==> src/hdl/nnfd_pkg.sv <==
package nnfd_pkg;

  // default largest frame dimension
  localparam int MAX_DIM_DEF = 8192;

  // configuration port
  localparam int CFG_W     = 14;
  localparam int CFG_IDX_W = 3;

  // payload widths
  localparam int PIX_W       = 32;
  localparam int COORD_W     = 13;
  localparam int FNUM_W      = 32;
  localparam int OUT_FIELD_W = PIX_W + 2 * COORD_W + 1 + FNUM_W;
  localparam int OUT_TDATA_W = ((OUT_FIELD_W + 7) / 8) * 8;

  // register reset values
  localparam logic [CFG_W-1:0] SRC_WIDTH_RST  = CFG_W'(1920);
  localparam logic [CFG_W-1:0] SRC_HEIGHT_RST = CFG_W'(1080);
  localparam logic [CFG_W-1:0] PITCH_RST      = CFG_W'(1920);
  localparam logic [CFG_W-1:0] TGT_WIDTH_RST  = CFG_W'(1920);
  localparam logic [CFG_W-1:0] TGT_HEIGHT_RST = CFG_W'(1080);

  typedef enum logic [CFG_IDX_W-1:0] {
    REG_SRC_WIDTH  = 3'd0,
    REG_SRC_HEIGHT = 3'd1,
    REG_ROW_PITCH  = 3'd2,
    REG_TGT_WIDTH  = 3'd3,
    REG_TGT_HEIGHT = 3'd4
  } cfg_reg_t;

  // settings as seen by the selection logic
  typedef struct packed {
    logic [CFG_W-1:0] src_width;
    logic [CFG_W-1:0] src_height;
    logic [CFG_W-1:0] pitch;       // clamped to [src_width, max dim]
    logic [CFG_W-1:0] tgt_width;
    logic [CFG_W-1:0] tgt_height;
    logic             sizes_bad;
  } cfg_t;

  typedef struct packed {
    logic [PIX_W-1:0]   pixel;
    logic               frame_start;
  } item_t;

  typedef struct packed {
    logic [PIX_W-1:0]   pixel;
    logic [COORD_W-1:0] dest_x;
    logic [COORD_W-1:0] dest_y;
    logic               buffer_slot;
    logic [FNUM_W-1:0]  frame_number;
    logic               frame_done;
    logic               size_error;
  } result_t;

endpackage

==> src/hdl/nearest_neighbor_frame_downscaler.sv <==
// path: an input transfer loads the input register, then the selection logic writes
//   its result into the result register that drives out_*
// throughput: one pixel per cycle while the result register is not held by out_tready
// reset: synchronous active-low rst_n clears positions, frame counter and both stage
//   valids, and loads the configuration registers with their defaults
module nearest_neighbor_frame_downscaler #(
  parameter int MAX_DIM = nnfd_pkg::MAX_DIM_DEF
) (
  input  logic                             clk,
  input  logic                             rst_n,
  // source pixel stream
  input  logic                             in_tvalid,
  output logic                             in_tready,
  input  logic [nnfd_pkg::PIX_W-1:0]       in_tdata,   // [31:0] pixel_word
  input  logic                             in_tuser,   // [0] frame_start
  // kept pixel stream
  output logic                             out_tvalid,
  input  logic                             out_tready,
  // [31:0] out_pixel, [44:32] dest_x, [57:45] dest_y, [58] buffer_slot,
  // [90:59] frame_number, upper bits zero
  output logic [nnfd_pkg::OUT_TDATA_W-1:0] out_tdata,
  output logic                             out_tlast,  // frame_done
  output logic                             out_tuser,  // [0] size_error
  // register writes
  input  logic                             cfg_wr_en,
  input  logic [nnfd_pkg::CFG_IDX_W-1:0]   cfg_addr,
  input  logic [nnfd_pkg::CFG_W-1:0]       cfg_wdata
);

  nnfd_pkg::cfg_t    cfg;
  nnfd_pkg::item_t   item_r;
  nnfd_pkg::result_t res;
  logic              item_vld_r;
  logic              sel_rdy;

  // input register: refills whenever its item moves on to the selection logic
  assign in_tready = !item_vld_r || sel_rdy;

  always_ff @(posedge clk) begin
    if (!rst_n) begin
      item_vld_r <= 1'b0;
    end else if (in_tready) begin
      item_vld_r <= in_tvalid;
    end
  end

  // payload needs no reset, load only on a transfer
  always_ff @(posedge clk) begin
    if (in_tvalid && in_tready) begin
      item_r.pixel       <= in_tdata;
      item_r.frame_start <= in_tuser;
    end
  end

  // sizes, pitch clamp and the unsupported-size check
  nnfd_cfg_regs #(
    .MAX_DIM (MAX_DIM)
  ) u_cfg (
    .clk       (clk),
    .rst_n     (rst_n),
    .cfg_wr_en (cfg_wr_en),
    .cfg_addr  (cfg_addr),
    .cfg_wdata (cfg_wdata),
    .cfg       (cfg)
  );

  // nearest-neighbor pick with exact accumulators, result register inside
  nnfd_select #(
    .MAX_DIM (MAX_DIM)
  ) u_select (
    .clk      (clk),
    .rst_n    (rst_n),
    .cfg      (cfg),
    .item_vld (item_vld_r),
    .item     (item_r),
    .item_rdy (sel_rdy),
    .res_vld  (out_tvalid),
    .res      (res),
    .res_rdy  (out_tready)
  );

  // pack result fields, lowest field first
  assign out_tdata = nnfd_pkg::OUT_TDATA_W'({res.frame_number, res.buffer_slot,
                                             res.dest_y, res.dest_x, res.pixel});
  assign out_tlast = res.frame_done;
  assign out_tuser = res.size_error;

endmodule

==> src/hdl/nnfd_cfg_regs.sv <==
module nnfd_cfg_regs #(
  parameter int MAX_DIM = nnfd_pkg::MAX_DIM_DEF
) (
  input  logic                           clk,
  input  logic                           rst_n,
  input  logic                           cfg_wr_en,
  input  logic [nnfd_pkg::CFG_IDX_W-1:0] cfg_addr,
  input  logic [nnfd_pkg::CFG_W-1:0]     cfg_wdata,
  output nnfd_pkg::cfg_t                 cfg
);

  localparam int CMP_W = nnfd_pkg::CFG_W + 1;
  localparam logic [CMP_W-1:0] MAX_C = CMP_W'(MAX_DIM);

  logic [nnfd_pkg::CFG_W-1:0] src_width_r, src_height_r, pitch_r;
  logic [nnfd_pkg::CFG_W-1:0] tgt_width_r, tgt_height_r;

  logic [CMP_W-1:0] sw_x, sh_x, tw_x, th_x, pitch_x, pitch_c;

  always_ff @(posedge clk) begin
    if (!rst_n) begin
      src_width_r  <= nnfd_pkg::SRC_WIDTH_RST;
      src_height_r <= nnfd_pkg::SRC_HEIGHT_RST;
      pitch_r      <= nnfd_pkg::PITCH_RST;
      tgt_width_r  <= nnfd_pkg::TGT_WIDTH_RST;
      tgt_height_r <= nnfd_pkg::TGT_HEIGHT_RST;
    end else if (cfg_wr_en) begin
      case (nnfd_pkg::cfg_reg_t'(cfg_addr))
        nnfd_pkg::REG_SRC_WIDTH:  src_width_r  <= cfg_wdata;
        nnfd_pkg::REG_SRC_HEIGHT: src_height_r <= cfg_wdata;
        nnfd_pkg::REG_ROW_PITCH:  pitch_r      <= cfg_wdata;
        nnfd_pkg::REG_TGT_WIDTH:  tgt_width_r  <= cfg_wdata;
        nnfd_pkg::REG_TGT_HEIGHT: tgt_height_r <= cfg_wdata;
        default: ;
      endcase
    end
  end

  always_comb begin
    sw_x    = {1'b0, src_width_r};
    sh_x    = {1'b0, src_height_r};
    tw_x    = {1'b0, tgt_width_r};
    th_x    = {1'b0, tgt_height_r};
    pitch_x = {1'b0, pitch_r};

    pitch_c = (pitch_x < sw_x) ? sw_x : pitch_x;
    if (pitch_c > MAX_C) begin
      pitch_c = MAX_C;
    end

    cfg.src_width  = src_width_r;
    cfg.src_height = src_height_r;
    cfg.tgt_width  = tgt_width_r;
    cfg.tgt_height = tgt_height_r;
    cfg.pitch      = pitch_c[nnfd_pkg::CFG_W-1:0];
    cfg.sizes_bad  = (sw_x == '0) || (sh_x == '0) || (tw_x == '0) || (th_x == '0) ||
                     (sw_x > MAX_C) || (sh_x > MAX_C) ||
                     (tw_x > sw_x) || (th_x > sh_x);
  end

endmodule

==> src/hdl/nnfd_select.sv <==
module nnfd_select #(
  parameter int MAX_DIM = nnfd_pkg::MAX_DIM_DEF
) (
  input  logic                clk,
  input  logic                rst_n,
  input  nnfd_pkg::cfg_t      cfg,
  input  logic                item_vld,
  input  nnfd_pkg::item_t     item,
  output logic                item_rdy,
  output logic                res_vld,
  output nnfd_pkg::result_t   res,
  input  logic                res_rdy
);

  localparam int COL_W = $clog2(MAX_DIM);
  localparam int POS_W = $clog2(MAX_DIM + 1);
  localparam int ACC_W = $clog2(MAX_DIM * MAX_DIM + MAX_DIM + 1);

  logic [COL_W-1:0] src_col_r, src_col_nxt, src_col_c;
  logic [POS_W-1:0] src_row_r, src_row_nxt, src_row_c;
  logic [POS_W-1:0] dst_col_r, dst_col_nxt, dst_col_c;
  logic [POS_W-1:0] dst_row_r, dst_row_nxt, dst_row_c;
  logic [ACC_W-1:0] col_tacc_r, col_tacc_nxt, col_tacc_c;
  logic [ACC_W-1:0] col_sacc_r, col_sacc_nxt, col_sacc_c;
  logic [ACC_W-1:0] row_tacc_r, row_tacc_nxt, row_tacc_c;
  logic [ACC_W-1:0] row_sacc_r, row_sacc_nxt, row_sacc_c;
  logic [nnfd_pkg::FNUM_W-1:0] frame_cnt_r, frame_cnt_nxt;
  logic err_sent_r, err_sent_nxt, err_c;

  logic res_vld_r;
  nnfd_pkg::result_t res_r, res_nxt;

  logic [POS_W-1:0] sw, sh, tw, th, pitch, src_col_inc;
  logic row_pick, col_pick, done, emit, fire;

  assign item_rdy = !res_vld_r || res_rdy;
  assign fire     = item_vld && item_rdy;
  assign res_vld  = res_vld_r;
  assign res      = res_r;

  always_comb begin
    sw    = POS_W'(cfg.src_width);
    sh    = POS_W'(cfg.src_height);
    tw    = POS_W'(cfg.tgt_width);
    th    = POS_W'(cfg.tgt_height);
    pitch = POS_W'(cfg.pitch);

    // frame start restarts the position before the word is handled
    src_col_c  = item.frame_start ? '0 : src_col_r;
    src_row_c  = item.frame_start ? '0 : src_row_r;
    dst_col_c  = item.frame_start ? '0 : dst_col_r;
    dst_row_c  = item.frame_start ? '0 : dst_row_r;
    col_tacc_c = item.frame_start ? '0 : col_tacc_r;
    col_sacc_c = item.frame_start ? '0 : col_sacc_r;
    row_tacc_c = item.frame_start ? '0 : row_tacc_r;
    row_sacc_c = item.frame_start ? '0 : row_sacc_r;
    err_c      = item.frame_start ? 1'b0 : err_sent_r;

    src_col_nxt   = src_col_c;
    src_row_nxt   = src_row_c;
    dst_col_nxt   = dst_col_c;
    dst_row_nxt   = dst_row_c;
    col_tacc_nxt  = col_tacc_c;
    col_sacc_nxt  = col_sacc_c;
    row_tacc_nxt  = row_tacc_c;
    row_sacc_nxt  = row_sacc_c;
    err_sent_nxt  = err_c;
    frame_cnt_nxt = frame_cnt_r;
    emit          = 1'b0;

    row_pick = (dst_row_c < th) && (row_tacc_c < row_sacc_c + ACC_W'(th));
    col_pick = (POS_W'(src_col_c) < sw) && (dst_col_c < tw) &&
               (col_tacc_c < col_sacc_c + ACC_W'(tw));
    done     = (dst_col_c == tw - POS_W'(1)) && (dst_row_c == th - POS_W'(1));
    src_col_inc = POS_W'(src_col_c) + POS_W'(1);

    res_nxt.pixel        = item.pixel;
    res_nxt.dest_x       = nnfd_pkg::COORD_W'(dst_col_c);
    res_nxt.dest_y       = nnfd_pkg::COORD_W'(dst_row_c);
    res_nxt.buffer_slot  = frame_cnt_r[0];
    res_nxt.frame_number = frame_cnt_r;
    res_nxt.frame_done   = done;
    res_nxt.size_error   = 1'b0;

    if (cfg.sizes_bad) begin
      // one error result per frame, the rest of the frame is dropped
      if (!err_c) begin
        emit                = 1'b1;
        res_nxt.pixel       = '0;
        res_nxt.dest_x      = '0;
        res_nxt.dest_y      = '0;
        res_nxt.frame_done  = 1'b0;
        res_nxt.size_error  = 1'b1;
        err_sent_nxt        = 1'b1;
        frame_cnt_nxt       = frame_cnt_r + 1'b1;
      end
    end else if (src_row_c < sh) begin
      if (row_pick && col_pick) begin
        emit         = 1'b1;
        dst_col_nxt  = dst_col_c + POS_W'(1);
        col_tacc_nxt = col_tacc_c + ACC_W'(sw);
        if (done) begin
          frame_cnt_nxt = frame_cnt_r + 1'b1;
        end
      end
      col_sacc_nxt = col_sacc_c + ACC_W'(tw);
      if (src_col_inc >= pitch) begin
        src_col_nxt  = '0;
        dst_col_nxt  = '0;
        col_tacc_nxt = '0;
        col_sacc_nxt = '0;
        if (row_pick) begin
          dst_row_nxt  = dst_row_c + POS_W'(1);
          row_tacc_nxt = row_tacc_c + ACC_W'(sh);
        end
        src_row_nxt  = src_row_c + POS_W'(1);
        row_sacc_nxt = row_sacc_c + ACC_W'(th);
      end else begin
        src_col_nxt = src_col_inc[COL_W-1:0];
      end
    end
  end

  always_ff @(posedge clk) begin
    if (!rst_n) begin
      src_col_r   <= '0;
      src_row_r   <= '0;
      dst_col_r   <= '0;
      dst_row_r   <= '0;
      col_tacc_r  <= '0;
      col_sacc_r  <= '0;
      row_tacc_r  <= '0;
      row_sacc_r  <= '0;
      frame_cnt_r <= '0;
      err_sent_r  <= 1'b0;
    end else if (fire) begin
      src_col_r   <= src_col_nxt;
      src_row_r   <= src_row_nxt;
      dst_col_r   <= dst_col_nxt;
      dst_row_r   <= dst_row_nxt;
      col_tacc_r  <= col_tacc_nxt;
      col_sacc_r  <= col_sacc_nxt;
      row_tacc_r  <= row_tacc_nxt;
      row_sacc_r  <= row_sacc_nxt;
      frame_cnt_r <= frame_cnt_nxt;
      err_sent_r  <= err_sent_nxt;
    end
  end

  always_ff @(posedge clk) begin
    if (!rst_n) begin
      res_vld_r <= 1'b0;
    end else if (item_rdy) begin
      res_vld_r <= fire && emit;
    end
  end

  always_ff @(posedge clk) begin
    if (fire && emit) begin
      res_r <= res_nxt;
    end
  end

endmodule
==> config.mk <==
export PLATFORM = sky130hd
export DESIGN_NAME = nearest_neighbor_frame_downscaler
export DESIGN_NICKNAME = d
export VERILOG_FILES = /design/src/hdl/nnfd_pkg.sv /design/src/hdl/nearest_neighbor_frame_downscaler.sv /design/src/hdl/nnfd_cfg_regs.sv /design/src/hdl/nnfd_select.sv
export SDC_FILE = /design/constraint.sdc
export NUM_CORES = 1
export LEC_CHECK = 0
export BUFFER_PORTS_ARGS = -buffer_cell sky130_fd_sc_hd__buf_2
export CAP_MARGIN = 20
export CORE_ASPECT_RATIO = 0.75
export CORE_UTILIZATION = 51
export DETAILED_ROUTE_END_ITERATION = 8
export PLACE_DENSITY = 0.8
export SETUP_SLACK_MARGIN = 0.5
export SLEW_MARGIN = 25
export SYNTH_ARGS = -nofsm -noshare
export SYNTH_HDL_FRONTEND = slang
export SYNTH_SLANG_ARGS = --single-unit
export TNS_END_PERCENT = 30
==> constraint.sdc <==
create_clock -name clk -period 8.3 [get_ports clk]
set_clock_uncertainty 0.15 [all_clocks]
set_input_delay 1.245 -clock clk [delete_from_list [all_inputs] [get_ports clk]]
set_output_delay 1.245 -clock clk [all_outputs]
set_load 0.03 [all_outputs]
==> out/results.txt, run 1 <==
status -> complete, no violations
post-detail-place hpwl -> 55.4 mm
fill count -> 4151
sequential power share -> 0.440
PortBufs -> 149
# hold bufs at CTS -> 0
Async SR Flop Fraction -> 0
Worst EP required -> 8.62 ns
num ports -> 155
Die Wd -> 257 um
Hold Fails Final Rpt -> 0
setup tns final -> 0 ns
syn avg cell area -> 8.69 um2
Seq cells post-synth -> 393
post-synth cell types -> 86
share of cells above drive strength 1 -> 0.107
warnings from Yosys -> 0
clock latency on the worst-skew pair -> 0.59 ns
row cnt -> 69
Switching Share -> 0.305
top_reg_cell synth -> dfxtp_1
worst min-delay path category -> reg2reg
WL/cell -> 20.9 um
critical path's slowest cell -> nor2_1
Total GRT Usage -> 0.298
# clock sinks -> 393
Max FO, Critical Path -> 46
CP delay by family, top -> simple AND/OR/NAND/NOR gates
Final period util -> 0.864
Clock Path Buffers -> 3
Reg2Reg Capture Point -> u_select.dst_row_r[6]
ANT cells -> 0
slew margin rel. -> 0.284
DRT antenna net count -> 0
vias -> 22700
net load switching power -> 1.50 mW
nets -> 3224
crit path time final -> 7.17 ns
fraction of the yosys area taken by sequential cells -> 0.368
die area -> 49500 um2
R2R depth -> 22
Comb pwr share -> 0.169
critical path buffer and inverter count -> 4
Worst Setup End Kind -> register
Syn Inst Count -> 2853
P&R area growth vs syn -> 11.0%
Critical path destination -> u_select.dst_row_r[6]
RSZ-0062 raised after global routing -> false
Synth Cell Area -> 24800 um2
worst-path cell chain -> buf_4 -> buf_4 -> nor2b_1 -> ha_1 -> o2111ai_1 -> a21oi_1 -> nor4b_1 -> or4_1 -> nor2_1 -> xor2_1 -> nand2_1 -> ha_1 -> a21o_1 -> a21o_1 -> a211oi_1 -> o211ai_1 -> nor4b_4 -> buf_4 -> inv_2 -> nor2_1 -> nand3_1 -> mux2i_1
drt total wl -> 75.7 mm
Die Ht -> 193 um
vias in the first global route -> 21000
initial core utilization -> 0.520
initial antenna violation count -> 0
total chip power -> 4.91 mW
critical path startpoint category -> register
fmax -> 139 MHz
global placement routability congestion -> 1.00
Clock power frac -> 0.391
CP Depth -> 22
Slew Limit Fails -> 0
slowest stage delay, CP -> 0.85 ns
number of synthesized flops with an enable pin -> 125
CTS tree -> done
CP Class -> reg2reg
first-pass GRT wire length -> 117 mm
VDD IR max -> 0.126 mV
Clk pin slew, worst setup/hold paths -> 0.07 ns
grt ovf -> 0
iteration-0 DRC count of the detailed router -> 2780
total core area -> 47700 um2
critical path data arrival time -> 7.49 ns
pwr dens -> 178 nW/um2
Pint -> 3.41 mW
largest net degree at the start of global routing -> 94
R2R setup slack -> 1.13 ns
Critical Path Start -> item_r[0]
postcts setup bufs -> 0
final count of negative-setup-slack endpoints -> 0
Leak Pwr -> 11.0 nW
Least-Margin Pin Slew -> 1.07 ns
Via density -> 6.27
post-CTS resize count -> 0
drt pass-1 iters -> 6
master cell of the clock root buffer -> clkbuf_16
Critical R2R Launch -> item_r[0]
TritonCTS Buffers -> 41
Max-Cap Viols -> 0
H-tree levels -> 2
post-route DRC violation count -> 0
Top cell by count, worst path -> buf_4
[cells by family (layout without fill, tap and decap cells)]
family | Yosys count | after routing | share of synthesized area
XOR/XNOR | 136 | 136 | 0.0487
flip-flops | 393 | 393 | 0.368
buffers and inverters | 259 | 377 | 0.0410
adder cells (fa/ha/maj) | 227 | 227 | 0.116
AO/OA/AOI/OAI | 611 | 611 | 0.166
other | 1 | 5 | 0.000151
multiplexers | 42 | 42 | 0.0177
AND/OR/NAND/NOR | 1184 | 1184 | 0.242
[through the flow]
stage / cell area, um2 / utilization / cells / hold slack, ns / setup WS (ns)
2_1_floorplan: 24800 / - / 2857 / 0.267 / 0.531
3_3_place_gp: 26100 / 0.548 / 3537 / 0.279 / 1.47
3_5_place_dp: 26100 / 0.548 / 3538 / 0.292 / 1.39
4_1_cts: 27500 / 0.577 / 3614 / 0.309 / 1.35
5_1_grt: 27500 / 0.577 / 3614 / 0.320 / 0.846
6_report: 27500 / 0.577 / 3614 / 0.303 / 1.13
[cell usage in the layout, fill, tap and decap left out, types with 16 or more instances in the layout]
cell type / count
a21oi_1: 186
a21o_1: 47
xor2_1: 41
nand2_1: 399
dfxtp_1: 268
or4_1: 21
nor3_1: 53
nor2b_1: 165
nand3_1: 117
inv_1: 110
mux2i_1: 28
o211ai_1: 41
a211oi_1: 16
nand2b_1: 54
o21ai_0: 81
buf_2: 148
xnor2_1: 93
o41ai_1: 17
o31ai_1: 22
o311ai_0: 17
buf_4: 31
clkbuf_16: 41
and3_1: 41
edfxtp_1: 125
and2_1: 17
nand4_1: 53
nor2_1: 155
ha_1: 223
or3_1: 18
nor4_1: 21
[power groups by stage]
stage	Sequential, mW	Clock (mW)	Combinational [mW]
floorplan	2.32	0	0.433
CTS	2.16	1.93	0.812
finish	2.16	1.92	0.829
global route	2.17	2.01	0.877
detailed placement	2.20	0	0.808
global placement	2.19	0	0.781
[worst register-to-register path, cell delays in order (launching register included)]
cell,delay [ns]
edfxtp_1,0.78
buf_4,0.30
buf_4,0.48
nor2b_1,0.12
ha_1,0.36
o2111ai_1,0.17
a21oi_1,0.28
nor4b_1,0.10
or4_1,0.69
nor2_1,0.27
xor2_1,0.18
nand2_1,0.08
ha_1,0.20
a21o_1,0.17
a21o_1,0.17
a211oi_1,0.23
o211ai_1,0.17
nor4b_4,0.39
buf_4,0.35
inv_2,0.19
nor2_1,0.85
nand3_1,0.22
mux2i_1,0.17
[how the worst min path moves through the flow]
stage,start,endpoint,depth (start not counted)
floorplan,u_select.col_tacc_r[12],u_select.col_tacc_r[12],2
global placement,u_select.col_tacc_r[9],u_select.col_tacc_r[9],2
detailed placement,u_select.row_tacc_r[12],u_select.row_tacc_r[12],1
CTS,u_select.col_tacc_r[9],u_select.col_tacc_r[9],2
global route,u_select.row_tacc_r[12],u_select.row_tacc_r[12],1
finish,u_select.col_tacc_r[9],u_select.col_tacc_r[9],2
[registers in the layout (all words and copies together) (netlist names), 27 cells and up]
signal,count
item_r,33
u_select.frame_cnt_r,32
u_select.col_tacc_r,27
u_select.res,92
u_select.row_sacc_r,27
u_select.col_sacc_r,27
u_select.row_tacc_r,27
[per-layer routing]
metal | GRT usage | share of wire | up-vias
met5 | 0 | 0 | -
li1 | - | - | 10500
met2 | 0.446 | 0.42 | 1171
met4 | 0.0991 | 0.026 | 0
met3 | 0.0655 | 0.11 | 157
met1 | 0.425 | 0.44 | 10800
[cell usage after synthesis, types with 28 or more instances]
| master | n | share of area |
|---|---|---|
| o21ai_0 | 81 | 0.016 |
| nor2_1 | 156 | 0.024 |
| xnor2_1 | 93 | 0.033 |
| mux2i_1 | 28 | 0.011 |
| nand2b_1 | 54 | 0.014 |
| nor2b_1 | 165 | 0.042 |
| nand2_1 | 400 | 0.061 |
| nor3_1 | 55 | 0.011 |
| o211ai_1 | 41 | 0.012 |
| and3_1 | 41 | 0.010 |
| ha_1 | 223 | 0.11 |
| nand4_1 | 53 | 0.013 |
| dfxtp_1 | 268 | 0.22 |
| a21o_1 | 47 | 0.014 |
| clkbuf_1 | 114 | 0.017 |
| edfxtp_1 | 125 | 0.15 |
| a21oi_1 | 187 | 0.038 |
| inv_1 | 112 | 0.017 |
| nand3_1 | 117 | 0.024 |
| xor2_1 | 41 | 0.014 |
[final cells by class]
cell class | instances | area [um2] | area share
multi-input combinational | 2205 | 14800 | 0.536
sequential | 393 | 9120 | 0.331
clock buffer | 53 | 1110 | 0.0404
timing repair buffer | 181 | 1000 | 0.0365
tap | 639 | 800 | 0.0291
inverter | 120 | 457 | 0.0166
clock inverter | 23 | 264 | 0.00960
Power figures use the tool's default switching activity.
==> inputs of run 2 (changes only) <==
--- a/config.mk
+++ b/config.mk
@@ -8,9 +8,9 @@
 export BUFFER_PORTS_ARGS = -buffer_cell sky130_fd_sc_hd__buf_2
 export CAP_MARGIN = 20
 export CORE_ASPECT_RATIO = 0.75
-export CORE_UTILIZATION = 51
+export CORE_UTILIZATION = 50
 export DETAILED_ROUTE_END_ITERATION = 8
-export PLACE_DENSITY = 0.8
+export PLACE_DENSITY = 0.79
 export SETUP_SLACK_MARGIN = 0.5
 export SLEW_MARGIN = 25
 export SYNTH_ARGS = -nofsm -noshare
==> run 2 against run 1 <==
Clock power up 7%; first-iteration DRC count down 17%; flip-flop and latch count unchanged; utilization down 1.2 points; die area up 2.0%; combinational power down 2%; setup slack worse by 0.11 ns; sequential share of layout area down 0.17 points; critical endpoint is now u_select.res[71]; largest power group unchanged.
==> out/results.txt, run 2 (same netlist as run 1, synthesis figures left out) <==
pre-CTS WS -> 0.913 ns
vias -> 22400
post-route DRC violation count -> 0
Max FO, Critical Path -> 73
Post-Place Cell Area -> 26100 um2
Die Ht -> 195 um
Max-Cap Viols -> 0
highest-count cells in the layout ignoring fill and taps -> 399 x nand2_1, 268 x dfxtp_1, 223 x ha_1
status -> complete, no violations
crit path time final -> 7.28 ns
post-CTS resize count -> 0
max FFs per register -> 92
vias in the first global route -> 20900
Clk pin slew, worst setup/hold paths -> 0.06 ns
Slew Limit Fails -> 0
post-layout util -> 0.566
Hold Fails Final Rpt -> 0
critical path data arrival time -> 7.37 ns
Final period util -> 0.877
first-pass GRT wire length -> 115 mm
initial core utilization -> 0.507
Total GRT Usage -> 0.287
initial antenna violation count -> 3
Die Wd -> 259 um
PortBufs -> 149
P&R area growth vs syn -> 11.5%
pwr dens -> 182 nW/um2
DRT antenna net count -> 0
nets -> 3224
# hold bufs at CTS -> 0
num ports -> 155
largest net degree at the start of global routing -> 87
share of cells above drive strength 1 -> 0.109
VDD IR max -> 0.147 mV
total core area -> 48900 um2
TritonCTS Buffers -> 42
global placement routability congestion -> 0.985
Finished Cell Area -> 27600 um2
critical path startpoint category -> register
postcts setup bufs -> 0
master cell of the clock root buffer -> clkbuf_16
most common cell after layout, fill and taps aside -> nand2_1
Final WS setup -> 1.02 ns
iteration-0 DRC count of the detailed router -> 2306
grt ovf -> 0
H-tree levels -> 2
RSZ-0062 raised after global routing -> false
drt pass-1 iters -> 8
clock latency on the worst-skew pair -> 0.59 ns
slew margin rel. -> 0.334
Leak Pwr -> 11.1 nW
row cnt -> 70
WL/cell -> 20.3 um
Worst EP required -> 8.39 ns
Clock Path Buffers -> 3
Least-Margin Pin Slew -> 0.995 ns
setup tns final -> 0 ns
CP Class -> reg2reg
final count of negative-setup-slack endpoints -> 0
post-detail-place hpwl -> 54.3 mm
Via density -> 6.18
die area -> 50500 um2
CTS tree -> done
Worst Setup End Kind -> register
worst min-delay path category -> reg2reg
drt total wl -> 73.7 mm
# clock sinks -> 393
fmax -> 137 MHz
-- run 2: changes by cell type in the layout (fill, tap and decap cells not counted), sizes merged --
| cell | before | now |
|---|---|---|
| diode | 0 | 1 |
| inv | 124 | 123 |
| clkbuf | 53 | 44 |
| clkinv | 8 | 15 |
| buf | 181 | 180 |
| bufinv | 4 | 8 |
-- run 2: metal layers --
metal	track usage	wire, um
met3	0.0604	7710
met2	0.418	31100
met5	0	10
met4	0.0953	2090
met1	0.420	32800
-- run 2: through the flow --
step | instances | total power [mW] | hold slack, ns
finish | 3624 | 5.03 | 0.304
detailed placement | 3545 | 2.99 | 0.289
global placement | 3545 | 2.97 | 0.281
CTS | 3622 | 5.04 | 0.307
global route | 3624 | 5.19 | 0.324
floorplan | 2857 | 2.75 | 0.267
-- run 2: cell type report --
class,count,area [um2]
fill,4238,21200
multi-input combinational,2205,14700
sequential,393,9120
clock buffer,44,1070
timing repair buffer,180,997
tap,648,811
inverter,120,457
clock inverter,33,445
antenna,1,2.50
-- run 2: final timing paths --
check	start	end	slack, ns	cells after the start
setup / recovery	item_r[0]	u_select.res[71]	1.02	22
setup reg to reg	item_r[0]	u_select.res[71]	1.02	22
hold reg to reg	u_select.col_tacc_r[8]	u_select.col_tacc_r[8]	0.30	2
hold / removal	u_select.col_tacc_r[8]	u_select.col_tacc_r[8]	0.30	2
-- run 2: critical path: stages (launching register included) --
cell	delay [ns]
edfxtp_1	0.66
buf_6	0.26
buf_4	0.28
nor2b_1	0.08
ha_1	0.34
a21o_1	0.14
a21oi_1	0.11
o21ai_0	0.38
a21oi_1	0.20
o21a_1	0.31
nor3_1	0.54
nand4_1	0.24
xnor2_1	0.18
ha_1	0.31
a211o_1	0.30
a21oi_1	0.12
o21ai_0	0.13
a211o_1	0.24
nor4_1	0.41
and4_1	0.55
a22oi_2	0.14
clkinvlp_4	0.39
buf_12	0.37
-- run 2: report_power, final --
part	internal [mW]	switching, mW	total (mW)
Clock	1.20	0.859	2.06
Sequential	2.11	0.0476	2.16
Combinational	0.208	0.602	0.809
Total	3.52	1.51	5.03
